--- config.mk ---
export PLATFORM = sky130hd
export DESIGN_NAME = joystick_paddle_report_conditioner_core_flat
export DESIGN_NICKNAME = d
export VERILOG_FILES = /design/src/rtl/jprc_pkg.sv /design/src/rtl/jprc_if.sv /design/src/rtl/jprc_datapath.sv /design/src/rtl/jprc_ctrl.sv /design/src/rtl/joystick_paddle_report_conditioner_core.sv /design/src/flat_wrapper.sv
export VERILOG_INCLUDE_DIRS = /design/src /design/src/rtl
export SDC_FILE = /design/constraint.sdc
export NUM_CORES = 1
export LEC_CHECK = 0
export ABC_AREA = 1
export BUFFER_PORTS_ARGS = -buffer_cell sky130_fd_sc_hd__buf_2
export CORE_MARGIN = 5
export CORE_UTILIZATION = 60
export DETAILED_ROUTE_END_ITERATION = 12
export PLACE_DENSITY = 0.85
export SLEW_MARGIN = 10
export SYNTH_ARGS = -nofsm -noshare
export SYNTH_HDL_FRONTEND = slang
export SYNTH_SLANG_ARGS = --single-unit
export TNS_END_PERCENT = 100
--- constraint.sdc ---
create_clock -name clock -period 3.8 [get_ports clock]
set_clock_uncertainty 0.05 [all_clocks]
set_input_delay 1.14 -clock clock [delete_from_list [all_inputs] [get_ports clock]]
set_output_delay 1.14 -clock clock [all_outputs]
set_load 0.1 [all_outputs]
--- src/rtl/joystick_paddle_report_conditioner_core_defines.svh ---
// ----------------------------------------------------------------------------
// Joystick paddle report conditioner: assertion macros
// Concurrent checks clocked on clock, with and without reset qualification.
// ----------------------------------------------------------------------------
`ifndef JOYSTICK_PADDLE_REPORT_CONDITIONER_CORE_DEFINES_SVH
`define JOYSTICK_PADDLE_REPORT_CONDITIONER_CORE_DEFINES_SVH

`ifndef SYNTHESIS
// checked outside reset
`define JPRC_ASSERT(lbl, prop, msg) \
   lbl: assert property (@(posedge clock) disable iff (reset) prop) else $error(msg);
// checked at every edge, reset included
`define JPRC_ASSERT_ALWAYS(lbl, prop, msg) \
   lbl: assert property (@(posedge clock) prop) else $error(msg);
`else
`define JPRC_ASSERT(lbl, prop, msg)
`define JPRC_ASSERT_ALWAYS(lbl, prop, msg)
`endif

`endif

--- src/rtl/jprc_pkg.sv ---
// ----------------------------------------------------------------------------
// jprc_pkg
// Shared constants, types and the paddle axis mapping.
// ----------------------------------------------------------------------------
`default_nettype none

package jprc_pkg;

   localparam int PORT_COUNT   = 2;
   localparam int SLOT_W       = (PORT_COUNT > 1) ? $clog2(PORT_COUNT) : 1;
   localparam int SWITCH_COUNT = 5;

   // switch positions within a port's row
   localparam int SW_FORWARD  = 0;
   localparam int SW_BACKWARD = 1;
   localparam int SW_LEFT     = 2;
   localparam int SW_RIGHT    = 3;
   localparam int SW_FIRE     = 4;

   localparam int ADC_W  = 10;
   localparam int AXIS_W = 8;
   localparam int THR_W  = 8;
   localparam int CNT_W  = 8;

   localparam logic [THR_W-1:0]  THR_RESET   = 8'd10;
   localparam logic [AXIS_W-1:0] AXIS_CENTRE = 8'd128;
   localparam logic [AXIS_W-1:0] AXIS_MIN    = 8'd0;
   localparam logic [AXIS_W-1:0] AXIS_FULL   = 8'd255;

   // map(a) = 315 - ceil(61380 / a), ceil done as (61380 + a - 1) / a
   localparam int NUM_W = 16;
   localparam logic [NUM_W-1:0] MAP_NUMER  = 16'd61380;
   localparam logic [NUM_W-1:0] MAP_OFFSET = 16'd315;

   // radix-4 restoring divider
   localparam int BITS_PER_STEP = 2;
   localparam int DIV_STEPS     = NUM_W / BITS_PER_STEP;
   localparam int STEP_W        = $clog2(DIV_STEPS);

   typedef logic [SLOT_W-1:0]  slot_type;
   typedef logic [STEP_W-1:0]  step_type;
   typedef logic [NUM_W-1:0]   num_type;
   typedef logic [ADC_W-1:0]   adc_type;
   typedef logic [AXIS_W-1:0]  axis_type;
   typedef logic [THR_W-1:0]   thr_type;
   typedef logic [CNT_W-1:0]   cnt_type;
   typedef logic [SWITCH_COUNT-1:0] sw_vec_type;

   typedef struct packed {
      logic    port_index;
      logic    raw_forward;
      logic    raw_backward;
      logic    raw_left;
      logic    raw_right;
      logic    raw_fire;
      adc_type adc_x;
      adc_type adc_y;
   } req_payload_type;

   typedef struct packed {
      logic     report_port;
      axis_type stick_x;
      axis_type stick_y;
      logic     button_one;
      logic     button_two;
      logic     paddle_present;
   } rsp_payload_type;

   typedef struct packed {
      logic capture;   // take item, debounce, start X division
      logic div_step;  // one radix-4 divider step
      logic save_x;    // keep X quotient, start Y division
      logic load_rsp;  // build report into output register
   } ctl_cmd_type;

   typedef struct packed {
      logic rsp_free;
   } ctl_sts_type;

   typedef enum logic [4:0] {
      ST_IDLE   = 5'b00001,
      ST_DIV_X  = 5'b00010,
      ST_SAVE_X = 5'b00100,
      ST_DIV_Y  = 5'b01000,
      ST_DONE   = 5'b10000
   } ctl_state_type;

   function automatic axis_type paddle_map(input adc_type adc, input num_type quot);
      num_type diff;
      diff = MAP_OFFSET - quot;
      if (adc == '0) begin
         return AXIS_FULL;
      end else if (quot >= MAP_OFFSET) begin
         return AXIS_MIN;
      end else begin
         return diff[AXIS_W-1:0];
      end
   endfunction

endpackage

`default_nettype wire

--- src/rtl/jprc_if.sv ---
// ----------------------------------------------------------------------------
// jprc_if
// Scan and report channels, valid/ready handshake.
// ----------------------------------------------------------------------------
`default_nettype none

interface jprc_req_if;
   logic                 valid;
   logic                 ready;
   logic                 port_index;
   logic                 raw_forward;
   logic                 raw_backward;
   logic                 raw_left;
   logic                 raw_right;
   logic                 raw_fire;
   jprc_pkg::adc_type    adc_x;
   jprc_pkg::adc_type    adc_y;

   modport source (
      output valid, port_index, raw_forward, raw_backward, raw_left, raw_right,
             raw_fire, adc_x, adc_y,
      input  ready
   );
   modport sink (
      input  valid, port_index, raw_forward, raw_backward, raw_left, raw_right,
             raw_fire, adc_x, adc_y,
      output ready
   );
endinterface

interface jprc_rsp_if;
   logic                 valid;
   logic                 ready;
   logic                 report_port;
   jprc_pkg::axis_type   stick_x;
   jprc_pkg::axis_type   stick_y;
   logic                 button_one;
   logic                 button_two;
   logic                 paddle_present;

   modport source (
      output valid, report_port, stick_x, stick_y, button_one, button_two,
             paddle_present,
      input  ready
   );
   modport sink (
      input  valid, report_port, stick_x, stick_y, button_one, button_two,
             paddle_present,
      output ready
   );
endinterface

`default_nettype wire

--- src/rtl/jprc_datapath.sv ---
// ----------------------------------------------------------------------------
// jprc_datapath
// Debounce state, shared radix-4 divider, report build and output register.
// ----------------------------------------------------------------------------
`default_nettype none
`include "joystick_paddle_report_conditioner_core_defines.svh"

module jprc_datapath (
   input  wire logic                      clock,
   input  wire logic                      reset,
   input  wire logic                      csr_wr_en,
   input  wire jprc_pkg::thr_type         csr_wr_data,
   input  wire jprc_pkg::req_payload_type req_data,
   input  wire jprc_pkg::ctl_cmd_type     cmd,
   output      jprc_pkg::ctl_sts_type     sts,
   input  wire logic                      rsp_ready,
   output      logic                      rsp_valid,
   output      jprc_pkg::rsp_payload_type rsp_data
);

   jprc_pkg::thr_type          thr_ff, thr_in;
   jprc_pkg::sw_vec_type       level_ff [jprc_pkg::PORT_COUNT];
   jprc_pkg::cnt_type          count_ff [jprc_pkg::PORT_COUNT][jprc_pkg::SWITCH_COUNT];

   jprc_pkg::slot_type         slot;
   jprc_pkg::sw_vec_type       raw_vec;
   jprc_pkg::sw_vec_type       row_lvl_in;
   jprc_pkg::cnt_type          row_cnt_in [jprc_pkg::SWITCH_COUNT];

   // item registers
   logic                       port_ff;
   jprc_pkg::sw_vec_type       item_lvl_ff;
   jprc_pkg::adc_type          adc_x_ff;
   jprc_pkg::adc_type          adc_y_ff;
   jprc_pkg::num_type          quot_x_ff;

   // divider: num_ff shifts dividend out and quotient in
   jprc_pkg::num_type          num_ff, num_in;
   jprc_pkg::adc_type          rem_ff, rem_in;
   jprc_pkg::adc_type          den_ff, den_in;
   jprc_pkg::num_type          step_num;
   jprc_pkg::adc_type          step_rem;

   logic                       rsp_valid_ff, rsp_valid_in;
   jprc_pkg::rsp_payload_type  rsp_ff, rsp_in;

   assign slot = (jprc_pkg::PORT_COUNT > 1) ? jprc_pkg::slot_type'(req_data.port_index) : '0;

   always_comb begin
      raw_vec = '0;
      raw_vec[jprc_pkg::SW_FORWARD]  = req_data.raw_forward;
      raw_vec[jprc_pkg::SW_BACKWARD] = req_data.raw_backward;
      raw_vec[jprc_pkg::SW_LEFT]     = req_data.raw_left;
      raw_vec[jprc_pkg::SW_RIGHT]    = req_data.raw_right;
      raw_vec[jprc_pkg::SW_FIRE]     = req_data.raw_fire;
   end

   // pins are active low: pin level equal to state means disagreement
   always_comb begin
      for (int s = 0; s < jprc_pkg::SWITCH_COUNT; s++) begin
         row_lvl_in[s] = level_ff[slot][s];
         row_cnt_in[s] = '0;
         if (raw_vec[s] == level_ff[slot][s]) begin
            if (count_ff[slot][s] > thr_ff) begin
               row_lvl_in[s] = ~level_ff[slot][s];
            end else begin
               row_cnt_in[s] = count_ff[slot][s] + 1'b1;
            end
         end
      end
   end

   assign thr_in = csr_wr_en ? csr_wr_data : thr_ff;

   always_ff @(posedge clock) begin
      if (reset) begin
         thr_ff <= jprc_pkg::THR_RESET;
         for (int p = 0; p < jprc_pkg::PORT_COUNT; p++) begin
            level_ff[p] <= '0;
            for (int s = 0; s < jprc_pkg::SWITCH_COUNT; s++) begin
               count_ff[p][s] <= '0;
            end
         end
      end else begin
         thr_ff <= thr_in;
         if (cmd.capture) begin
            level_ff[slot] <= row_lvl_in;
            for (int s = 0; s < jprc_pkg::SWITCH_COUNT; s++) begin
               count_ff[slot][s] <= row_cnt_in[s];
            end
         end
      end
   end

   // two dependent restoring steps per cycle
   always_comb begin
      logic [jprc_pkg::ADC_W:0] trial;
      step_num = num_ff;
      step_rem = rem_ff;
      for (int i = 0; i < jprc_pkg::BITS_PER_STEP; i++) begin
         trial    = {step_rem, step_num[jprc_pkg::NUM_W-1]};
         step_num = {step_num[jprc_pkg::NUM_W-2:0], 1'b0};
         if (trial >= {1'b0, den_ff}) begin
            trial       = trial - {1'b0, den_ff};
            step_num[0] = 1'b1;
         end
         step_rem = trial[jprc_pkg::ADC_W-1:0];
      end
   end

   always_comb begin
      num_in = num_ff;
      rem_in = rem_ff;
      den_in = den_ff;
      if (cmd.capture) begin
         num_in = jprc_pkg::MAP_NUMER + jprc_pkg::num_type'(req_data.adc_x) - 1'b1;
         rem_in = '0;
         den_in = req_data.adc_x;
      end else if (cmd.save_x) begin
         num_in = jprc_pkg::MAP_NUMER + jprc_pkg::num_type'(adc_y_ff) - 1'b1;
         rem_in = '0;
         den_in = adc_y_ff;
      end else if (cmd.div_step) begin
         num_in = step_num;
         rem_in = step_rem;
      end
   end

   always_ff @(posedge clock) begin
      num_ff <= num_in;
      rem_ff <= rem_in;
      den_ff <= den_in;
      if (cmd.capture) begin
         port_ff     <= req_data.port_index;
         item_lvl_ff <= row_lvl_in;
         adc_x_ff    <= req_data.adc_x;
         adc_y_ff    <= req_data.adc_y;
      end
      if (cmd.save_x) begin
         quot_x_ff <= num_ff;
      end
   end

   // report build; num_ff holds the Y quotient when this is loaded
   always_comb begin
      rsp_in                = rsp_ff;
      if (cmd.load_rsp) begin
         rsp_in.report_port    = port_ff;
         rsp_in.stick_x        = jprc_pkg::AXIS_CENTRE;
         rsp_in.stick_y        = jprc_pkg::AXIS_CENTRE;
         rsp_in.button_one     = item_lvl_ff[jprc_pkg::SW_FIRE];
         rsp_in.button_two     = 1'b0;
         rsp_in.paddle_present = (adc_x_ff != '0);
         if (item_lvl_ff[jprc_pkg::SW_FORWARD])  rsp_in.stick_y = jprc_pkg::AXIS_MIN;
         if (item_lvl_ff[jprc_pkg::SW_BACKWARD]) rsp_in.stick_y = jprc_pkg::AXIS_FULL;
         if (item_lvl_ff[jprc_pkg::SW_RIGHT])    rsp_in.stick_x = jprc_pkg::AXIS_FULL;
         if (item_lvl_ff[jprc_pkg::SW_LEFT])     rsp_in.stick_x = jprc_pkg::AXIS_MIN;
         if (adc_x_ff != '0) begin
            rsp_in.stick_x    = jprc_pkg::paddle_map(adc_x_ff, quot_x_ff);
            rsp_in.stick_y    = jprc_pkg::paddle_map(adc_y_ff, num_ff);
            rsp_in.button_one = item_lvl_ff[jprc_pkg::SW_FIRE] |
                                item_lvl_ff[jprc_pkg::SW_LEFT];
            rsp_in.button_two = item_lvl_ff[jprc_pkg::SW_RIGHT];
         end
      end
   end

   always_comb begin
      rsp_valid_in = rsp_valid_ff;
      if (cmd.load_rsp) begin
         rsp_valid_in = 1'b1;
      end else if (rsp_ready) begin
         rsp_valid_in = 1'b0;
      end
   end

   always_ff @(posedge clock) begin
      if (reset) begin
         rsp_valid_ff <= 1'b0;
      end else begin
         rsp_valid_ff <= rsp_valid_in;
      end
      rsp_ff <= rsp_in;
   end

   assign sts.rsp_free = !rsp_valid_ff || rsp_ready;
   assign rsp_valid    = rsp_valid_ff;
   assign rsp_data     = rsp_ff;

   `JPRC_ASSERT(a_btn_two_needs_paddle, rsp_valid_ff && !rsp_ff.paddle_present |-> !rsp_ff.button_two, "button two without paddle")
   `JPRC_ASSERT_ALWAYS(a_rsp_empty_after_reset, $past(reset) |-> !rsp_valid_ff, "response valid after reset")

endmodule

`default_nettype wire

--- src/rtl/jprc_ctrl.sv ---
// ----------------------------------------------------------------------------
// jprc_ctrl
// Sequencer: capture, X division, Y division, report hand-off.
// ----------------------------------------------------------------------------
`default_nettype none
`include "joystick_paddle_report_conditioner_core_defines.svh"

module jprc_ctrl (
   input  wire logic                  clock,
   input  wire logic                  reset,
   input  wire logic                  req_valid,
   output      logic                  req_ready,
   input  wire jprc_pkg::ctl_sts_type sts,
   output      jprc_pkg::ctl_cmd_type cmd
);

   jprc_pkg::ctl_state_type state_ff, state_in;
   jprc_pkg::step_type      step_ff, step_in;
   logic                    last_step;

   assign last_step = (step_ff == jprc_pkg::step_type'(jprc_pkg::DIV_STEPS - 1));
   assign req_ready = (state_ff == jprc_pkg::ST_IDLE);

   always_comb begin
      state_in = state_ff;
      step_in  = step_ff;
      cmd      = '0;
      case (state_ff)
         jprc_pkg::ST_IDLE: begin
            if (req_valid) begin
               cmd.capture = 1'b1;
               step_in     = '0;
               state_in    = jprc_pkg::ST_DIV_X;
            end
         end
         jprc_pkg::ST_DIV_X: begin
            cmd.div_step = 1'b1;
            step_in      = step_ff + 1'b1;
            if (last_step) begin
               step_in  = '0;
               state_in = jprc_pkg::ST_SAVE_X;
            end
         end
         jprc_pkg::ST_SAVE_X: begin
            cmd.save_x = 1'b1;
            state_in   = jprc_pkg::ST_DIV_Y;
         end
         jprc_pkg::ST_DIV_Y: begin
            cmd.div_step = 1'b1;
            step_in      = step_ff + 1'b1;
            if (last_step) begin
               step_in  = '0;
               state_in = jprc_pkg::ST_DONE;
            end
         end
         jprc_pkg::ST_DONE: begin
            if (sts.rsp_free) begin
               cmd.load_rsp = 1'b1;
               state_in     = jprc_pkg::ST_IDLE;
            end
         end
         default: begin
            state_in = jprc_pkg::ST_IDLE;
            step_in  = '0;
         end
      endcase
   end

   always_ff @(posedge clock) begin
      if (reset) begin
         state_ff <= jprc_pkg::ST_IDLE;
         step_ff  <= '0;
      end else begin
         state_ff <= state_in;
         step_ff  <= step_in;
      end
   end

   `JPRC_ASSERT(a_load_only_when_free, cmd.load_rsp |-> sts.rsp_free, "report loaded over a pending one")
   `JPRC_ASSERT(a_accept_starts_div, req_valid && req_ready |=> state_ff == jprc_pkg::ST_DIV_X, "accept did not start division")
   `JPRC_ASSERT(a_step_idle_zero, state_ff == jprc_pkg::ST_IDLE |-> step_ff == '0, "step count left over")

endmodule

`default_nettype wire

--- src/rtl/joystick_paddle_report_conditioner_core.sv ---
// ----------------------------------------------------------------------------
// joystick_paddle_report_conditioner_core
// Debounces joystick switches per port and builds a HID stick report,
// with paddle axis mapping from the converter readings.
// ----------------------------------------------------------------------------
//  channel  dir  handshake       payload
//  req_ch   in   valid/ready     port, 5 active-low switches, adc_x, adc_y
//  rsp_ch   out  valid/ready     port, stick_x, stick_y, buttons, paddle flag
//  csr      in   csr_wr_en       debounce threshold, 8 bits
//
//  Each item is accepted, divided for X and then for Y on the shared
//  radix-4 divider with an operand swap between, and loaded into the output
//  register. The next item is accepted only then, also while a report waits.
//  A stalled report holds the sequencer in its last state until taken.
//  Reset is synchronous; it clears all switch states and counters at once.
// ----------------------------------------------------------------------------
`default_nettype none

module joystick_paddle_report_conditioner_core (
   input  wire logic               clock,
   input  wire logic               reset,
   input  wire logic               csr_wr_en,
   input  wire jprc_pkg::thr_type  csr_wr_data,
   jprc_req_if.sink                req_ch,
   jprc_rsp_if.source              rsp_ch
);

   jprc_pkg::ctl_cmd_type     cmd;
   jprc_pkg::ctl_sts_type     sts;
   jprc_pkg::req_payload_type req_data;
   jprc_pkg::rsp_payload_type rsp_data;
   logic                      req_ready;
   logic                      rsp_valid;

   always_comb begin
      req_data.port_index   = req_ch.port_index;
      req_data.raw_forward  = req_ch.raw_forward;
      req_data.raw_backward = req_ch.raw_backward;
      req_data.raw_left     = req_ch.raw_left;
      req_data.raw_right    = req_ch.raw_right;
      req_data.raw_fire     = req_ch.raw_fire;
      req_data.adc_x        = req_ch.adc_x;
      req_data.adc_y        = req_ch.adc_y;
   end

   jprc_ctrl u_ctrl (
      .clock     (clock),
      .reset     (reset),
      .req_valid (req_ch.valid),
      .req_ready (req_ready),
      .sts       (sts),
      .cmd       (cmd)
   );

   jprc_datapath u_datapath (
      .clock       (clock),
      .reset       (reset),
      .csr_wr_en   (csr_wr_en),
      .csr_wr_data (csr_wr_data),
      .req_data    (req_data),
      .cmd         (cmd),
      .sts         (sts),
      .rsp_ready   (rsp_ch.ready),
      .rsp_valid   (rsp_valid),
      .rsp_data    (rsp_data)
   );

   assign req_ch.ready          = req_ready;
   assign rsp_ch.valid          = rsp_valid;
   assign rsp_ch.report_port    = rsp_data.report_port;
   assign rsp_ch.stick_x        = rsp_data.stick_x;
   assign rsp_ch.stick_y        = rsp_data.stick_y;
   assign rsp_ch.button_one     = rsp_data.button_one;
   assign rsp_ch.button_two     = rsp_data.button_two;
   assign rsp_ch.paddle_present = rsp_data.paddle_present;

endmodule

`default_nettype wire
--- src/flat_wrapper.sv ---
// flat-port wrapper written by rule: the top's interface ports become plain ports
module joystick_paddle_report_conditioner_core_flat 
  (clock, reset, csr_wr_en, csr_wr_data, req_ch_valid, req_ch_port_index, req_ch_raw_forward, req_ch_raw_backward, req_ch_raw_left, req_ch_raw_right, req_ch_raw_fire, req_ch_adc_x, req_ch_adc_y, req_ch_ready, rsp_ch_valid, rsp_ch_report_port, rsp_ch_stick_x, rsp_ch_stick_y, rsp_ch_button_one, rsp_ch_button_two, rsp_ch_paddle_present, rsp_ch_ready);
  jprc_req_if req_ch_i ();
  jprc_rsp_if rsp_ch_i ();
  input  wire logic clock;
  input  wire logic reset;
  input  wire logic csr_wr_en;
  input  wire jprc_pkg::thr_type csr_wr_data;
  input wire logic [$bits(req_ch_i.valid)-1:0] req_ch_valid;
  input wire logic [$bits(req_ch_i.port_index)-1:0] req_ch_port_index;
  input wire logic [$bits(req_ch_i.raw_forward)-1:0] req_ch_raw_forward;
  input wire logic [$bits(req_ch_i.raw_backward)-1:0] req_ch_raw_backward;
  input wire logic [$bits(req_ch_i.raw_left)-1:0] req_ch_raw_left;
  input wire logic [$bits(req_ch_i.raw_right)-1:0] req_ch_raw_right;
  input wire logic [$bits(req_ch_i.raw_fire)-1:0] req_ch_raw_fire;
  input wire logic [$bits(req_ch_i.adc_x)-1:0] req_ch_adc_x;
  input wire logic [$bits(req_ch_i.adc_y)-1:0] req_ch_adc_y;
  output wire logic [$bits(req_ch_i.ready)-1:0] req_ch_ready;
  output wire logic [$bits(rsp_ch_i.valid)-1:0] rsp_ch_valid;
  output wire logic [$bits(rsp_ch_i.report_port)-1:0] rsp_ch_report_port;
  output wire logic [$bits(rsp_ch_i.stick_x)-1:0] rsp_ch_stick_x;
  output wire logic [$bits(rsp_ch_i.stick_y)-1:0] rsp_ch_stick_y;
  output wire logic [$bits(rsp_ch_i.button_one)-1:0] rsp_ch_button_one;
  output wire logic [$bits(rsp_ch_i.button_two)-1:0] rsp_ch_button_two;
  output wire logic [$bits(rsp_ch_i.paddle_present)-1:0] rsp_ch_paddle_present;
  input wire logic [$bits(rsp_ch_i.ready)-1:0] rsp_ch_ready;
  assign req_ch_i.valid = req_ch_valid;
  assign req_ch_i.port_index = req_ch_port_index;
  assign req_ch_i.raw_forward = req_ch_raw_forward;
  assign req_ch_i.raw_backward = req_ch_raw_backward;
  assign req_ch_i.raw_left = req_ch_raw_left;
  assign req_ch_i.raw_right = req_ch_raw_right;
  assign req_ch_i.raw_fire = req_ch_raw_fire;
  assign req_ch_i.adc_x = req_ch_adc_x;
  assign req_ch_i.adc_y = req_ch_adc_y;
  assign req_ch_ready = req_ch_i.ready;
  assign rsp_ch_valid = rsp_ch_i.valid;
  assign rsp_ch_report_port = rsp_ch_i.report_port;
  assign rsp_ch_stick_x = rsp_ch_i.stick_x;
  assign rsp_ch_stick_y = rsp_ch_i.stick_y;
  assign rsp_ch_button_one = rsp_ch_i.button_one;
  assign rsp_ch_button_two = rsp_ch_i.button_two;
  assign rsp_ch_paddle_present = rsp_ch_i.paddle_present;
  assign rsp_ch_i.ready = rsp_ch_ready;
  joystick_paddle_report_conditioner_core u_core (.clock(clock), .reset(reset), .csr_wr_en(csr_wr_en), .csr_wr_data(csr_wr_data), .req_ch(req_ch_i), .rsp_ch(rsp_ch_i));
endmodule
# --- Word-level counts from Yosys, hierarchy flattened ---
# Memories as Yosys holds them, arrays and structs flattened.
# Index checks and enable logic that the tools add are counted.
totals:
  register_bits: 115
  ram_bits: 90
  output_inout_bits: 22
  word_cells: 145
  memories: 2
op_classes:
  addsub: 14
  magnitude_cmp: 9
  eq_ne: 15
  n_mux: 65
  bitwise_logic: 7
  reduce_logical: 15
mem_list:
  columns: ["memory", "words", "width", "read_ports", "rd_ports_with_merged_regs", "write_ports", "line", "source"]
  rows:
  - ["u_core.u_datapath.count_ff", 2, 40, 1, 0, 2, "jprc_datapath.sv:23", "jprc_pkg::cnt_type count_ff [jprc_pkg::PORT_COUNT][jprc_pkg::SWITCH_COUNT];"]
  - ["u_core.u_datapath.level_ff", 2, 5, 1, 0, 2, "jprc_datapath.sv:22", "jprc_pkg::sw_vec_type level_ff [jprc_pkg::PORT_COUNT];"]
ops:
  columns: ["cell", "n"]
  rows:
  - ["two-way mux 8 bit", 17]
  - ["two-way mux 16 bit", 3]
  - ["adder 8 x 1 -> 8 bit, second input constant", 5]
  - ["greater-than comparator 8 bit", 5]
  - ["two-way mux 10 bit", 4]
  - ["two-way mux 40 bit", 1]
  - ["OR reduction 40 bit", 1]
  - [">= comparator 16 x 9 -> 1 bit, second input constant", 2]
  - ["subtractor 15 x 2 -> 16 bit, second input constant", 2]
  - ["adder 14 x 11 -> 15 bit, first input constant", 2]
  - ["two-way mux 1 bit", 29]
  - ["two-way mux 5 bit", 5]
  - ["case mux 5 bit (5 select lines)", 1]
  - [">= comparator 11 x 10 -> 1 bit", 2]
  - ["zero test 10 bit", 2]
  - ["subtractor 10 bit", 2]
  - ["two-way mux 18 bit", 1]
  - ["subtractor 6 x 8 -> 8 bit, first input constant", 2]
  - ["nonzero test 10 bit", 1]
  - ["case mux 3 bit (3 select lines)", 1]
  - ["two-way mux 7 bit", 1]
  - ["two-way mux 3 bit", 2]
  - ["!= test 2 bit, second input constant", 3]
  - ["inverter 1 bit", 6]
  - ["other kinds (18)", 25]

# --- Longest topological paths before layout ---
# Gate-level depths: netlist (run 1).
depth:
  ltp_word: 7
  depth_mapped: 26

# --- Modules after synthesis ---
# From an unflattened synthesis (run 1), not the netlist that was laid out.
unflattened:
  hier_cells: 1285
  area_unflattened_um2: 11755.0
by_module_without_submodules:
  columns: ["mod", "n_inst", "cells_per_inst", "area_each_um2", "seq_area_each_um2"]
  rows:
  - ["jprc_datapath", 1, 1220, 11283.3, 5725.5]
  - ["jprc_ctrl", 1, 65, 471.7, 160.2]

# --- Least setup slack after synthesis (run 1) ---
# OpenSTA, ideal clock, no wires.
synth_timing:
  path_type: "register -> register"
  startpoint: "reg u_core.u_ctrl.state_ff[1]"
  endpoint: "mem u_core.u_datapath.count_ff[0][0] (netlist bit) (enable)"
  setup_ps: 403
  t_arrival_ps: 3235
  required_time_ps: 3347
  path_slack_ps: 111
  stages_incl_launch_ff: 9
  path_buffers: 1
  cell_sequence: "dfxtp_1 > nor4_4 > nand2_2 > inv_2 > nand2_2 > clkinv_2 > nand2_4 > buf_2 > nand2_1"
synth_lines:
  columns: ["item", "line", "source"]
  rows:
  - ["from (decl)", "jprc_ctrl.sv:17", "jprc_pkg::ctl_state_type state_ff, state_in;"]
  - ["from (signal assigned)", "jprc_ctrl.sv:71", "state_ff <= jprc_pkg::ST_IDLE;"]
  - ["from (signal assigned)", "jprc_ctrl.sv:74", "state_ff <= state_in;"]
  - ["to (decl)", "jprc_datapath.sv:23", null]

# --- Worst setup path in the final report (run 1) ---
layout_timing:
  startpoint: "reg u_core.u_datapath.den_ff[7]"
  endpoint: "reg u_core.u_datapath.num_ff[0] (data pin)"
layout_via:
  elab_chain_cells: 7
layout_rtl:
  columns: ["item", "line", "source"]
  rows:
  - ["from (decl)", "jprc_datapath.sv:40", "jprc_pkg::adc_type den_ff, den_in;"]
  - ["from (signal assigned)", "jprc_datapath.sv:132", "den_ff <= den_in;"]
  - ["subtractor 10 bit or >= comparator 11 x 10 -> 1 bit (tied branches)", "jprc_datapath.sv:104, jprc_datapath.sv:103", null]
  - ["two-way mux 10 bit", "jprc_datapath.sv:103", "if (trial >= {1'b0, den_ff}) begin"]
  - [">= comparator 11 x 10 -> 1 bit *", "jprc_datapath.sv:103", null]
  - ["two-way mux 1 bit *", "jprc_datapath.sv:103", null]
  - ["two-way mux 16 bit *", "jprc_datapath.sv:123", "end else if (cmd.div_step) begin"]
  - ["two-way mux 16 bit *", "jprc_datapath.sv:119", "end else if (cmd.save_x) begin"]
  - ["two-way mux 16 bit *", "jprc_datapath.sv:115", "if (cmd.capture) begin"]
  - ["named net u_core.u_datapath.num_in[0]", "jprc_datapath.sv:38", "jprc_pkg::num_type num_ff, num_in;"]
  - ["to (signal assigned)", "jprc_datapath.sv:130", "num_ff <= num_in;"]
  - ["to (decl)", "jprc_datapath.sv:38", null]
# Mark *: on every way through the listed nets, which the timed path passes. The rest lies on a longest branch. The select of a mux whose other input is x is not followed.
# A chain may end at the register's enable or synchronous reset.

==> results of run 1 <==
power breakdown:
part           leakage, nW  internal [mW]  switching, mW
logic                 3.36           1.40           2.27
clock network        0.347           1.22          0.866
registers             1.98           2.78          0.189
total                 5.68           5.41           3.32
layer usage:
layer  up-vias  wire (um)  track usage [%]
met5         -          0                0
met4         0       1080             10.1
met3        88       2030             3.13
met2       393      13700             42.6
met1      4243      10400             28.1
li1       4376          -                -
worst paths after layout:
check,to,slack [ns],cells after the start
hold reg to reg,u_core.u_datapath.rsp_data[19]$_DFFE_PP_,0.37,0
setup / recovery,u_core.u_datapath.num_ff[0]$_DFFE_PP_,0.20,20
setup reg to reg,u_core.u_datapath.num_ff[0]$_DFFE_PP_,0.20,20
hold / removal,u_core.u_datapath.rsp_data[19]$_DFFE_PP_,0.37,0
critical path, delay by kind of cell (launching register included):
family / cells / cell delay (ns)
flops: 1 / 0.35
compound gates: 3 / 0.42
buf+inv: 4 / 0.50
simple gates: 11 / 1.38
fa+ha+maj: 2 / 0.64
synth_stat cells, types with 7 or more instances:
library cell                 n  area (um2)
sky130_fd_sc_hd__clkbuf_1   10        37.5
sky130_fd_sc_hd__xnor2_1    23         201
sky130_fd_sc_hd__nand3_2    11         110
sky130_fd_sc_hd__xor2_1     28         245
sky130_fd_sc_hd__or2_2      24         150
sky130_fd_sc_hd__ha_1       74         926
sky130_fd_sc_hd__nand2_2    21         131
sky130_fd_sc_hd__nand2_1   233         875
sky130_fd_sc_hd__nand3_1    58         290
sky130_fd_sc_hd__o21ai_2     8        70.1
sky130_fd_sc_hd__a21oi_1    58         290
sky130_fd_sc_hd__dfxtp_1    27         541
sky130_fd_sc_hd__buf_2       7        35.0
sky130_fd_sc_hd__o21ai_0    80         400
sky130_fd_sc_hd__buf_6      12         135
sky130_fd_sc_hd__nand4_1    12        75.1
sky130_fd_sc_hd__nor2_1    112         420
sky130_fd_sc_hd__nor3_2     15         150
sky130_fd_sc_hd__edfxtp_1  178        5350
sky130_fd_sc_hd__nor3_1     27         135
sky130_fd_sc_hd__inv_1     142         533
final cells by class:
type,count,area [um2]
Fill cell,1407,6100
Sequential cell,205,5890
Multi-Input combinational cell,856,5240
Clock buffer,34,677
Timing Repair Buffer,92,569
Inverter,150,564
Tap cell,265,332
Clock inverter,6,30.0
state kept, by name, indices dropped and copies added (netlist names):
register / flops
u_core.u_ctrl.state_ff: 5
u_core.u_ctrl.step_ff: 3
u_core.u_datapath.adc_x_ff: 10
u_core.u_datapath.adc_y_ff: 10
u_core.u_datapath.count_ff: 80
u_core.u_datapath.den_ff: 10
u_core.u_datapath.item_lvl_ff: 5
u_core.u_datapath.level_ff: 10
u_core.u_datapath.num_ff: 16
u_core.u_datapath.port_ff: 1
u_core.u_datapath.quot_x_ff: 16
u_core.u_datapath.rem_ff: 10
u_core.u_datapath.rsp_data: 20
u_core.u_datapath.rsp_valid: 1
u_core.u_datapath.thr_ff: 8
logic make-up after synthesis:
kind of cell	Yosys count	share of synthesized area [%]
fa+ha+maj	76	8.19
simple gates	541	21.9
xor+xnor	53	4.07
mux	4	0.340
compound gates	181	8.63
flops	205	49.9
buf+inv	183	6.98
per-stage QoR:
step	instances	TNS, ns	area, um2	hold WS (ns)
finish	1608	0	13300	0.372
global route	1608	-0.304	13300	0.395
CTS	1601	0	13100	0.372
detailed placement	1561	0	12400	0.358
global placement	1561	0	12400	0.353
floorplan	1243	0	11800	0.350
repair_timing:
item | 4_1_cts | 5_1_grt
setup endpoints to repair | 0 | 11
setup buffers | 0 | 5
resized for setup | 0 | 37
==> metrics.log, run 1 <==
[metrics] crit path capture type: register
[metrics] I/O Pins: 61
[metrics] # hold bufs at CTS: 0
[metrics] Remaining Overflow, GRT: 0
[metrics] Port-buffer cells: 60
[metrics] layout cell share with drive strength beyond 1: between 10% and 20%
[metrics] initial core utilization: 60.8%
[metrics] post-synthesis sequential element count: 205
[metrics] maximum cell stage delay along the critical path: approximately 0.35 ns
[metrics] number of maximum-capacitance violations: 0
[metrics] relative slew slack: 43.3%
[metrics] count of H-tree levels built during CTS: 1
[metrics] Final Slew Violations: 0
[metrics] Power Density: 656 nW/um2
[metrics] period utilisation layout: 94.8%
[metrics] classification of the worst setup path: register to register
[metrics] vertical die dimension: 150 um
[metrics] hold path startpoint: u_core.u_datapath.port_ff$_DFFE_PP_
[metrics] count of unresolved DRC violations after routing: 0
[metrics] number of global-route vias before repair: 8946
[metrics] number of different library cells in the post-synthesis netlist: 55
[metrics] overall track demand over capacity in global routing: 23.5%
[metrics] required time of the critical path: 4.00 ns
[metrics] detail-routed net length per standard cell: 16.9 um
[metrics] placeable core region: slightly below 20000 um2
[metrics] routed wire length: ~27 mm
[metrics] Root Buffer: sky130_fd_sc_hd__clkbuf_16
[metrics] number of synthesis warnings: 0
[metrics] die area: 22500 um2
[metrics] Antenna Nets Post-Route: 0
[metrics] WP data arrival: approximately 3.8 ns
[metrics] share of synthesized flip-flops with an asynchronous set or reset: 0%
[metrics] clk_lat worst skew: 0.51 ns
[metrics] iteration-0 DRC count of the detailed router: 735
[metrics] count of nets after finishing: ~1400
[metrics] global-route wire length before repair: 42.5 mm
[metrics] time the final worst path needs with I/O delays and setup: 3.60 ns
[metrics] Site Rows: 51
[metrics] cell area after synthesis: 11800 um2
[metrics] result of the run: finished clean
[metrics] ordered list of cells on the worst path: inv_1, ha_1, nand2_2, nor3_4, buf_4, a21oi_4, nand3_4, or2_2, nand2_1, inv_1, ha_1, nand2_1, nand2_1, a21oi_2, nand4_1, nand2_1, nand3_2, nor2_4, buf_4, a21oi_1
[metrics] net count of the mapped netlist: 1358
[metrics] DP HPWL: roughly 19 mm
[metrics] antenna violations before repair: 0
[metrics] CTS buffer count: 22
[metrics] leading cell type in the layout, fill and taps excluded: sky130_fd_sc_hd__nand2_1
[metrics] area growth from synthesis to final layout: 12.8%
[metrics] Post-Route Utilization: 68.6%
[metrics] Post-Synthesis Mean Instance Area: 9.48 um2
[metrics] measured slew at the worst slew-check pin: 0.847 ns
[metrics] number of enable-type register cells in the synthesized netlist: around 180
[metrics] most frequent cells in the layout: sky130_fd_sc_hd__nand2_1, sky130_fd_sc_hd__edfxtp_1, sky130_fd_sc_hd__inv_1
[metrics] clock transition at the register clock pins on the worst setup and hold paths after CTS: 0.06 ns
[metrics] synthesized netlist cell count: 1243
[metrics] Worst Hold Class: register to register
[metrics] Final Setup Violations: 0
[metrics] antenna diode count: 0
[metrics] maximum number of pins on one net before global-route repair: 48
[metrics] number of detailed-route iterations in the first pass: 6
[metrics] die width: ~150 um
[metrics] final weighted congestion of routability-driven global placement: 0.936
[metrics] most common flop cell mapped by yosys: sky130_fd_sc_hd__edfxtp_1
[metrics] Total Power: between 8 and 9 mW
[metrics] fin worst setup slack: 0.198 ns
[metrics] leakage power of the design: 5.68 nW
[metrics] total number of vias: 9100
[metrics] critical path's most frequent cell: sky130_fd_sc_hd__nand2_1
[metrics] start point of the critical path: u_core.u_datapath.den_ff[7]$_DFFE_PP_
[metrics] Hold Violations, Final: 0
[metrics] standard cell with the maximum stage delay on the critical path: sky130_fd_sc_hd__edfxtp_1
[metrics] via density per instance: 5.66
[metrics] number of sinks on the clock net: 205
[metrics] Critical Path Start Type: register
[metrics] sequential element share of the synthesized area: 49.9%
[metrics] clock tree from TritonCTS: built
[metrics] CTS Buffer Depth: 3
[metrics] pre-CTS setup slack: 0.0651 ns
[metrics] Max IR drop VDD: 392 uV
[metrics] maximum fanout count along the critical path: 6
[metrics] launch instance of the worst register-to-register path: u_core.u_datapath.den_ff[7]$_DFFE_PP_
[metrics] f_max: 278 MHz
No activity file was read; power rests on OpenSTA's default activity.
==> inputs of run 2 (changes only) <==
==> constraint.sdc (replaced) <==
create_clock -name clock -period 3.8 [get_ports clock]
set_clock_uncertainty 0.05 [all_clocks]
set_input_delay 0.57 -clock clock [delete_from_list [all_inputs] [get_ports clock]]
set_output_delay 0.57 -clock clock [all_outputs]
set_load 0.1 [all_outputs]
==> metrics.log, run 2 (synthesis results as in run 1) <==
[metrics] placeable core region: 19400 um2 (unchanged)
[metrics] period utilisation layout: 93.2% (-1.6 points)
[metrics] via density per instance: 5.63 (-0.48%)
[metrics] max FFs per register: 80 (unchanged)
[metrics] Worst Hold Class: input port to register
[metrics] relative slew slack: 28.8% (-14 points)
[metrics] number of global-route vias before repair: 8821 (-1.4%)
[metrics] met2 track utilization from global routing: 41.1% (-1.5 points)
[metrics] aggregate negative setup slack: 0 ns (unchanged)
[metrics] most frequent cells in the layout: sky130_fd_sc_hd__nand2_1, sky130_fd_sc_hd__edfxtp_1, sky130_fd_sc_hd__inv_1
[metrics] DP HPWL: 18.8 mm (+0.92%)
[metrics] pre-CTS setup slack: 0.0750 ns (+0.00989 ns)
[metrics] result of the run: finished clean
[metrics] Site Rows: 51 (unchanged)
[metrics] FF/Latch Area: 5890 um2 (unchanged)
[metrics] initial core utilization: 60.8% (unchanged)
[metrics] number of sinks on the clock net: 205 (unchanged)
[metrics] vertical die dimension: 150 um (unchanged)
[metrics] number of maximum-capacitance violations: 0 (unchanged)
[metrics] R2R depth: 22 (+10%)
[metrics] endpoint of the worst-slack reg-to-reg timing path: u_core.u_datapath.rem_ff[6]$_SDFFE_PP0P_
[metrics] count of fill cells added during filler insertion: 1507 (+7.1%)
[metrics] overall track demand over capacity in global routing: 23.5% (-0.060 points)
[metrics] count of nets after finishing: 1430 (-0.83%)
[metrics] antenna diode count: 0 (unchanged)
[metrics] clk_lat worst skew: 0.51 ns (about the same)
[metrics] classification of the worst setup path: register to register
[metrics] routed wire length: 26.3 mm (-2.8%)
[metrics] CTS buffer count: 23 (+4.5%)
[metrics] Antenna Nets Post-Route: 0 (unchanged)
[metrics] detail-routed net length per standard cell: 16.5 um (-2.1%)
[metrics] required time of the critical path: 4.15 ns (+0.15 ns)
[metrics] die width: 150 um (unchanged)
[metrics] Final Setup Violations: 0 (unchanged)
[metrics] CTS Buffer Depth: 3 (unchanged)
[metrics] WP data arrival: 3.89 ns (+0.09 ns)
[metrics] die area: 22500 um2 (unchanged)
[metrics] number of detailed-route iterations in the first pass: 6 (unchanged)
[metrics] layout cell share with drive strength beyond 1: 16.8% (-2.2 points)
[metrics] clock tree from TritonCTS: built
[metrics] antenna violations before repair: 0 (unchanged)
[metrics] Hold Violations, Final: 0 (unchanged)
[metrics] Post-Route Utilization: 67.3% (-1.3 points)
[metrics] I/O Pins: 61 (unchanged)
[metrics] # hold bufs at CTS: 0 (unchanged)
[metrics] maximum fanout count along the critical path: 10 (+4)
[metrics] start point of the critical path: u_core.u_datapath.den_ff[4]$_DFFE_PP_
[metrics] peak-usage layer in the global routing report: met2
[metrics] final worst hold slack: 0.196 ns (-0.177 ns)
[metrics] Final Slew Violations: 0 (unchanged)
[metrics] reg-to-reg setup timing slack: 0.26 ns (+0.06 ns)
[metrics] area growth from synthesis to final layout: 10.8%
[metrics] fin worst setup slack: 0.257 ns (+0.0589 ns)
[metrics] Port-buffer cells: 60 (unchanged)
[metrics] end of the critical path: u_core.u_datapath.rem_ff[6]$_SDFFE_PP0P_
[metrics] Remaining Overflow, GRT: 0 (unchanged)
[metrics] launch instance of the worst register-to-register path: u_core.u_datapath.den_ff[4]$_DFFE_PP_
[metrics] measured slew at the worst slew-check pin: 1.07 ns (+0.219 ns)
[metrics] count of unresolved DRC violations after routing: 0 (unchanged)
[metrics] time the final worst path needs with I/O delays and setup: 3.54 ns (-0.0589 ns)
[metrics] final weighted congestion of routability-driven global placement: 0.909 (-2.8%)
[metrics] crit path capture type: register
[metrics] iteration-0 DRC count of the detailed router: 702 (-4.5%)
[metrics] total area of multi-input combinational cells: 5140 um2 (-1.9%)
[metrics] f_max: 282 MHz (+1.7%)
[metrics] top register by number of flip-flops: u_core.u_datapath.count_ff
[metrics] Power Density: 633 nW/um2 (-3.5%)
[metrics] Critical Path Start Type: register
[metrics] global-route track usage on met1: 29.8% (+1.7 points)
[metrics] count of H-tree levels built during CTS: 1 (unchanged)
[metrics] clock transition at the register clock pins on the worst setup and hold paths after CTS: 0.06 ns (about the same)
[metrics] Root Buffer: sky130_fd_sc_hd__clkbuf_16
[metrics] met3 routing resource usage after global routing: 3.31% (+0.18 points)
[metrics] total number of vias: 8989 (-1.2%)
[metrics] leakage power of the design: 5.61 nW (-1.4%)
[metrics] global-route wire length before repair: 42.5 mm (+0.20%)
[metrics] maximum number of pins on one net before global-route repair: 38 (-21%)
[metrics] leading cell type in the layout, fill and taps excluded: sky130_fd_sc_hd__nand2_1
[metrics] Max IR drop VDD: 501 uV (+28%)
[run 2: changes by cell type in the layout (fill, tap and decap cells not counted), moves of 3 or more]
cell                       change
sky130_fd_sc_hd__ha_4          -5
sky130_fd_sc_hd__nor2_1        +4
sky130_fd_sc_hd__buf_4        -10
sky130_fd_sc_hd__ha_1          +8
sky130_fd_sc_hd__nor2_2        -3
sky130_fd_sc_hd__clkbuf_1      +4
sky130_fd_sc_hd__ha_2          -3
sky130_fd_sc_hd__clkbuf_8      -3
[run 2: cell type report]
class	instances	area share [%]
well taps	265	2.54
flip-flops and latches	205	45.1
clock buffers	35	4.98
multi-input cells	856	39.4
inverters	150	4.32
repair buffers	79	3.39
clock inverters	6	0.278
[run 2: report_power, final]
group / internal (mW) / total, mW / switching (mW)
sequential: 2.78 / 2.97 / 0.181
clock: 1.18 / 2.04 / 0.860
combinational: 1.17 / 3.26 / 2.10
[run 2: metrics by stage]
step,power (mW),cells,area (um2)
after floorplan,5.37,1243,11800
after global placement,5.96,1553,12300
after detailed placement,6.06,1553,12300
after CTS,8.12,1594,13000
after global routing,8.81,1596,13100
final,8.27,1596,13100
[run 2: per-layer routing]
layer	routed length, um	vias to the layer above	part of all wire, %
met4	985	0	3.7
met2	13100	346	50
li1	-	4362	-
met1	10500	4212	40
met5	0	-	0
met3	1770	69	6.7
[run 2: timing repair]
action	in CTS	in global routing
buffers inserted	0	1
endpoints found under the setup margin	0	11
gates resized for setup	0	11
[run 2: worst min-delay path by stage]
stage                     slack, ns                                start  cells past startpoint                                  endpoint
after floorplan                0.35  u_core.u_datapath.port_ff$_DFFE_PP_                      0  u_core.u_datapath.rsp_data[19]$_DFFE_PP_
after global placement         0.35  u_core.u_datapath.port_ff$_DFFE_PP_                      0  u_core.u_datapath.rsp_data[19]$_DFFE_PP_
after detailed placement       0.37  u_core.u_datapath.port_ff$_DFFE_PP_                      0  u_core.u_datapath.rsp_data[19]$_DFFE_PP_
after CTS                      0.18                      req_ch_adc_y[5]                      1   u_core.u_datapath.adc_y_ff[5]$_DFFE_PP_
after global routing           0.19                      req_ch_adc_y[3]                      1   u_core.u_datapath.adc_y_ff[3]$_DFFE_PP_
final                          0.20                      req_ch_adc_y[0]                      1   u_core.u_datapath.adc_y_ff[0]$_DFFE_PP_
[run 2: worst max-delay path, cell delays in order (launching register included)]
cell and delay, ns:
sky130_fd_sc_hd__edfxtp_1 0.35, sky130_fd_sc_hd__inv_1 0.10, sky130_fd_sc_hd__ha_1 0.30, sky130_fd_sc_hd__nand2_1 0.09
sky130_fd_sc_hd__nand2_1 0.06, sky130_fd_sc_hd__nand2_1 0.07, sky130_fd_sc_hd__nand2_1 0.11, sky130_fd_sc_hd__a21oi_4 0.22
sky130_fd_sc_hd__nand3_4 0.16, sky130_fd_sc_hd__buf_4 0.18, sky130_fd_sc_hd__o21ai_1 0.27, sky130_fd_sc_hd__inv_1 0.09
sky130_fd_sc_hd__ha_1 0.30, sky130_fd_sc_hd__nand2_1 0.07, sky130_fd_sc_hd__nor2_1 0.17, sky130_fd_sc_hd__nand3_1 0.13
sky130_fd_sc_hd__nand4_1 0.12, sky130_fd_sc_hd__nand2_1 0.05, sky130_fd_sc_hd__nand3_1 0.10, sky130_fd_sc_hd__buf_4 0.17
sky130_fd_sc_hd__o21ai_0 0.10, sky130_fd_sc_hd__nand3_1 0.12, sky130_fd_sc_hd__nand2_1 0.06
==> inputs of run 3 (changes only) <==
Settings changed: ABC_AREA 1 to unset.
==> metrics.log, run 3 <==
[metrics] result of the run: finished clean
[metrics] via density per instance: 6.05 (+7.3%)
[metrics] count of unresolved DRC violations after routing: 0 (unchanged)
[metrics] Final Slew Violations: 0 (unchanged)
[metrics] leading cell type in the layout, fill and taps excluded: sky130_fd_sc_hd__edfxtp_1
[metrics] sequential element share of the synthesized area: 52.2% (+2.3 points)
[metrics] initial core utilization: 60.7% (-0.11 points)
[metrics] met3 wirelength from detailed routing: 1.80 mm (+1.8%)
[metrics] cell area after synthesis: 11300 um2 (-4.4%)
[metrics] antenna violations before repair: 0 (unchanged)
[metrics] Root Buffer: sky130_fd_sc_hd__clkbuf_16
[metrics] placeable core region: 18600 um2 (-4.2%)
[metrics] area share of the largest cell type after synthesis: 47.4% (+2.1 points)
[metrics] vertical die dimension: 147 um (-2.1%)
[metrics] number of detailed-route iterations in the first pass: 7 (+1)
[metrics] time the final worst path needs with I/O delays and setup: 3.79 ns (+0.245 ns)
[metrics] relative slew slack: 33.7% (+4.9 points)
[metrics] number of enable-type register cells in the synthesized netlist: 178 (unchanged)
[metrics] placed insts: 1360 (-12%)
[metrics] count of H-tree levels built during CTS: 1 (unchanged)
[metrics] measured slew at the worst slew-check pin: 0.994 ns (-0.0725 ns)
[metrics] Final Setup Violations: 0 (unchanged)
[metrics] overall track demand over capacity in global routing: 24.1% (+0.64 points)
[metrics] instance area after placement: 12300 um2 (-0.35%)
[metrics] max FFs per register: 80 (unchanged)
[metrics] number of synthesis warnings: 0 (unchanged)
[metrics] Port-buffer cells: 60 (unchanged)
[metrics] net count of the mapped netlist: 1143 (-16%)
[metrics] maximum number of pins on one net before global-route repair: 41 (+7.9%)
[metrics] required time of the critical path: 4.14 ns (about the same)
[metrics] die area: 21600 um2 (-4.1%)
[metrics] met1 WL: 10.5 mm (-0.27%)
[metrics] most frequent cells in the layout: sky130_fd_sc_hd__edfxtp_1, sky130_fd_sc_hd__nor2_1, sky130_fd_sc_hd__nand2_1
[metrics] classification of the worst setup path: register to register
[metrics] clk_lat worst skew: 0.51 ns (about the same)
[metrics] DP HPWL: 18.7 mm (-0.46%)
[metrics] Worst Hold Class: input port to register
[metrics] layout cell share with drive strength beyond 1: 20.9% (+4.1 points)
[metrics] number of maximum-capacitance violations: 0 (unchanged)
[metrics] routed wire length: 27.3 mm (+3.6%)
[metrics] dominant cell type by area after synthesis: sky130_fd_sc_hd__edfxtp_1
[metrics] I/O Pins: 61 (unchanged)
[metrics] clock transition at the register clock pins on the worst setup and hold paths after CTS: 0.06 ns (about the same)
[metrics] global-route wire length before repair: 42.4 mm (-0.31%)
[metrics] crit path capture type: register
[metrics] CTS buffer count: 22 (-4.3%)
[metrics] total number of vias: 8537 (-5.0%)
[metrics] WP data arrival: 4.12 ns (+0.23 ns)
[metrics] CTS Buffer Depth: 3 (unchanged)
[metrics] final std cell area, no fill: 13300 um2 (+2.1%)
[metrics] maximum fanout count along the critical path: 6 (-4)
[metrics] Max IR drop VDD: 347 uV (-31%)
[metrics] leading post-synthesis cells by cell area: sky130_fd_sc_hd__edfxtp_1, sky130_fd_sc_hd__ha_1, sky130_fd_sc_hd__nor2_1
[metrics] Remaining Overflow, GRT: 0 (unchanged)
[metrics] detail-routed net length per standard cell: 19.3 um (+17%)
[metrics] setup repair after global routing missed its margin: true
[metrics] Power Density: 496 nW/um2 (-22%)
[metrics] period utilisation layout: 99.7% (+6.4 points)
[metrics] share of synthesized flip-flops with an asynchronous set or reset: 0% (unchanged)
[metrics] leakage power of the design: 5.51 nW (-1.6%)
[metrics] filler-free cell count of the finished design: 1412 (-12%)
[metrics] final worst hold slack: 0.186 ns (-0.00940 ns)
[metrics] die width: 147 um (-2.1%)
[metrics] routed wire length on met2: 13.8 mm (+5.5%)
[metrics] top register by number of flip-flops: u_core.u_datapath.count_ff
[metrics] most common flop cell mapped by yosys: sky130_fd_sc_hd__edfxtp_1
[metrics] f_max: 264 MHz (-6.5%)
[metrics] Hold Violations, Final: 0 (unchanged)
[metrics] synthesized netlist cell count: 1028 (-17%)
[metrics] clock tree from TritonCTS: built
[metrics] Post-Route Utilization: 71.7% (+4.4 points)
[metrics] cell with the most instances after synthesis: sky130_fd_sc_hd__edfxtp_1
[metrics] antenna diode count: 0 (unchanged)
[metrics] iteration-0 DRC count of the detailed router: 870 (+24%)
[metrics] post-synthesis sequential element count: 205 (unchanged)
[metrics] Site Rows: 50 (-2.0%)
[metrics] number of different library cells in the post-synthesis netlist: 61 (+11%)
[metrics] number of sinks on the clock net: 205 (unchanged)
[metrics] reg-to-reg setup timing slack: 0.01 ns (-0.24 ns)
[metrics] list of most frequent post-synthesis cells: sky130_fd_sc_hd__edfxtp_1, sky130_fd_sc_hd__nor2_1, sky130_fd_sc_hd__ha_1
[metrics] area growth from synthesis to final layout: 18.2%
[metrics] count of nets after finishing: 1277 (-11%)
[metrics] Critical Path Start Type: register
[metrics] final weighted congestion of routability-driven global placement: 0.853 (-6.2%)
[metrics] Antenna Nets Post-Route: 0 (unchanged)
[metrics] Post-Synthesis Mean Instance Area: 11.0 um2 (+16%)
[metrics] number of global-route vias before repair: 8644 (-2.0%)
[metrics] top layer reached by signal wires: met4
==> run 3: worst paths after layout <==
| kind | start | endpoint | cells past startpoint |
|---|---|---|---|
| worst max register to register | u_core.u_datapath.den_ff[8]$_DFFE_PP_ | u_core.u_datapath.rem_ff[7]$_SDFFE_PP0P_ | 16 |
| worst max-delay path | u_core.u_datapath.den_ff[8]$_DFFE_PP_ | u_core.u_datapath.rem_ff[7]$_SDFFE_PP0P_ | 16 |
| worst min register to register | u_core.u_datapath.num_ff[10]$_DFFE_PP_ | u_core.u_datapath.quot_x_ff[10]$_DFFE_PP_ | 0 |
| worst min-delay path | req_ch_adc_y[9] | u_core.u_datapath.adc_y_ff[9]$_DFFE_PP_ | 1 |
==> run 3: report_power, final <==
group / switching (mW) / total [mW] / internal, mW
clock: 0.852 / 2.06 / 1.20
sequential: 0.151 / 2.88 / 2.73
combinational: 0.965 / 1.67 / 0.707
==> run 3: repair_timing <==
item	CTS	global route
hold buffers	0	0
endpoints found under the setup margin	11	11
pin swaps	10	23
resized for setup	19	41
buffers inserted	8	4
==> run 3: critical path, cell delays in order, from the launching register on <==
cell	delay, ns
sky130_fd_sc_hd__edfxtp_1	0.35
sky130_fd_sc_hd__inv_2	0.06
sky130_fd_sc_hd__ha_1	0.35
sky130_fd_sc_hd__nand2_2	0.14
sky130_fd_sc_hd__nor2_2	0.16
sky130_fd_sc_hd__nand4_1	0.17
sky130_fd_sc_hd__a31oi_4	0.25
sky130_fd_sc_hd__buf_6	0.16
sky130_fd_sc_hd__mux2_4	0.33
sky130_fd_sc_hd__ha_4	0.23
sky130_fd_sc_hd__a211o_1	0.32
sky130_fd_sc_hd__or3_4	0.41
sky130_fd_sc_hd__o221ai_4	0.19
sky130_fd_sc_hd__nand2_4	0.11
sky130_fd_sc_hd__buf_6	0.15
sky130_fd_sc_hd__mux2i_1	0.17
sky130_fd_sc_hd__o21ai_1	0.09
==> run 3: through the flow <==
| step | TNS, ns | power, mW | worst slack (ns) |
|---|---|---|---|
| 3_5_place_dp | -1.92 | 4.40 | -0.235 |
| 4_1_cts | 0 | 6.49 | 0.0137 |
| 3_3_place_gp | -0.362 | 4.34 | -0.0576 |
| 2_1_floorplan | 0 | 3.88 | 0.0152 |
| 5_1_grt | -0.698 | 6.87 | -0.108 |
| 6_report | 0 | 6.61 | 0.0127 |
==> run 3: layout make-up <==
type                            instances  area [um2]
Timing Repair Buffer                  135         903
Fill cell                            1256        5260
Sequential cell                       205        5890
Multi-Input combinational cell        724        5270
Clock buffer                           33         664
Tap cell                              234         293
Clock inverter                          7        31.3
Inverter                               74         278
==> run 3: routing by layer <==
layer	track usage [%]	vias up
li1	-	3983
met1	29.8	4084
met2	43.2	372
met3	3.12	98
met4	9.41	0
met5	0	-
==> run 3: logic make-up after synthesis <==
kind of cell | Yosys count | synth area share [%]
AOI/OAI and AO/OA | 165 | 9.84
xor gates and xnor gates | 70 | 5.44
adders and majority gates | 76 | 8.57
buffers and inverters | 99 | 3.51
DFF | 205 | 52.2
muxes | 68 | 6.45
and+or+nand+nor | 345 | 14.0
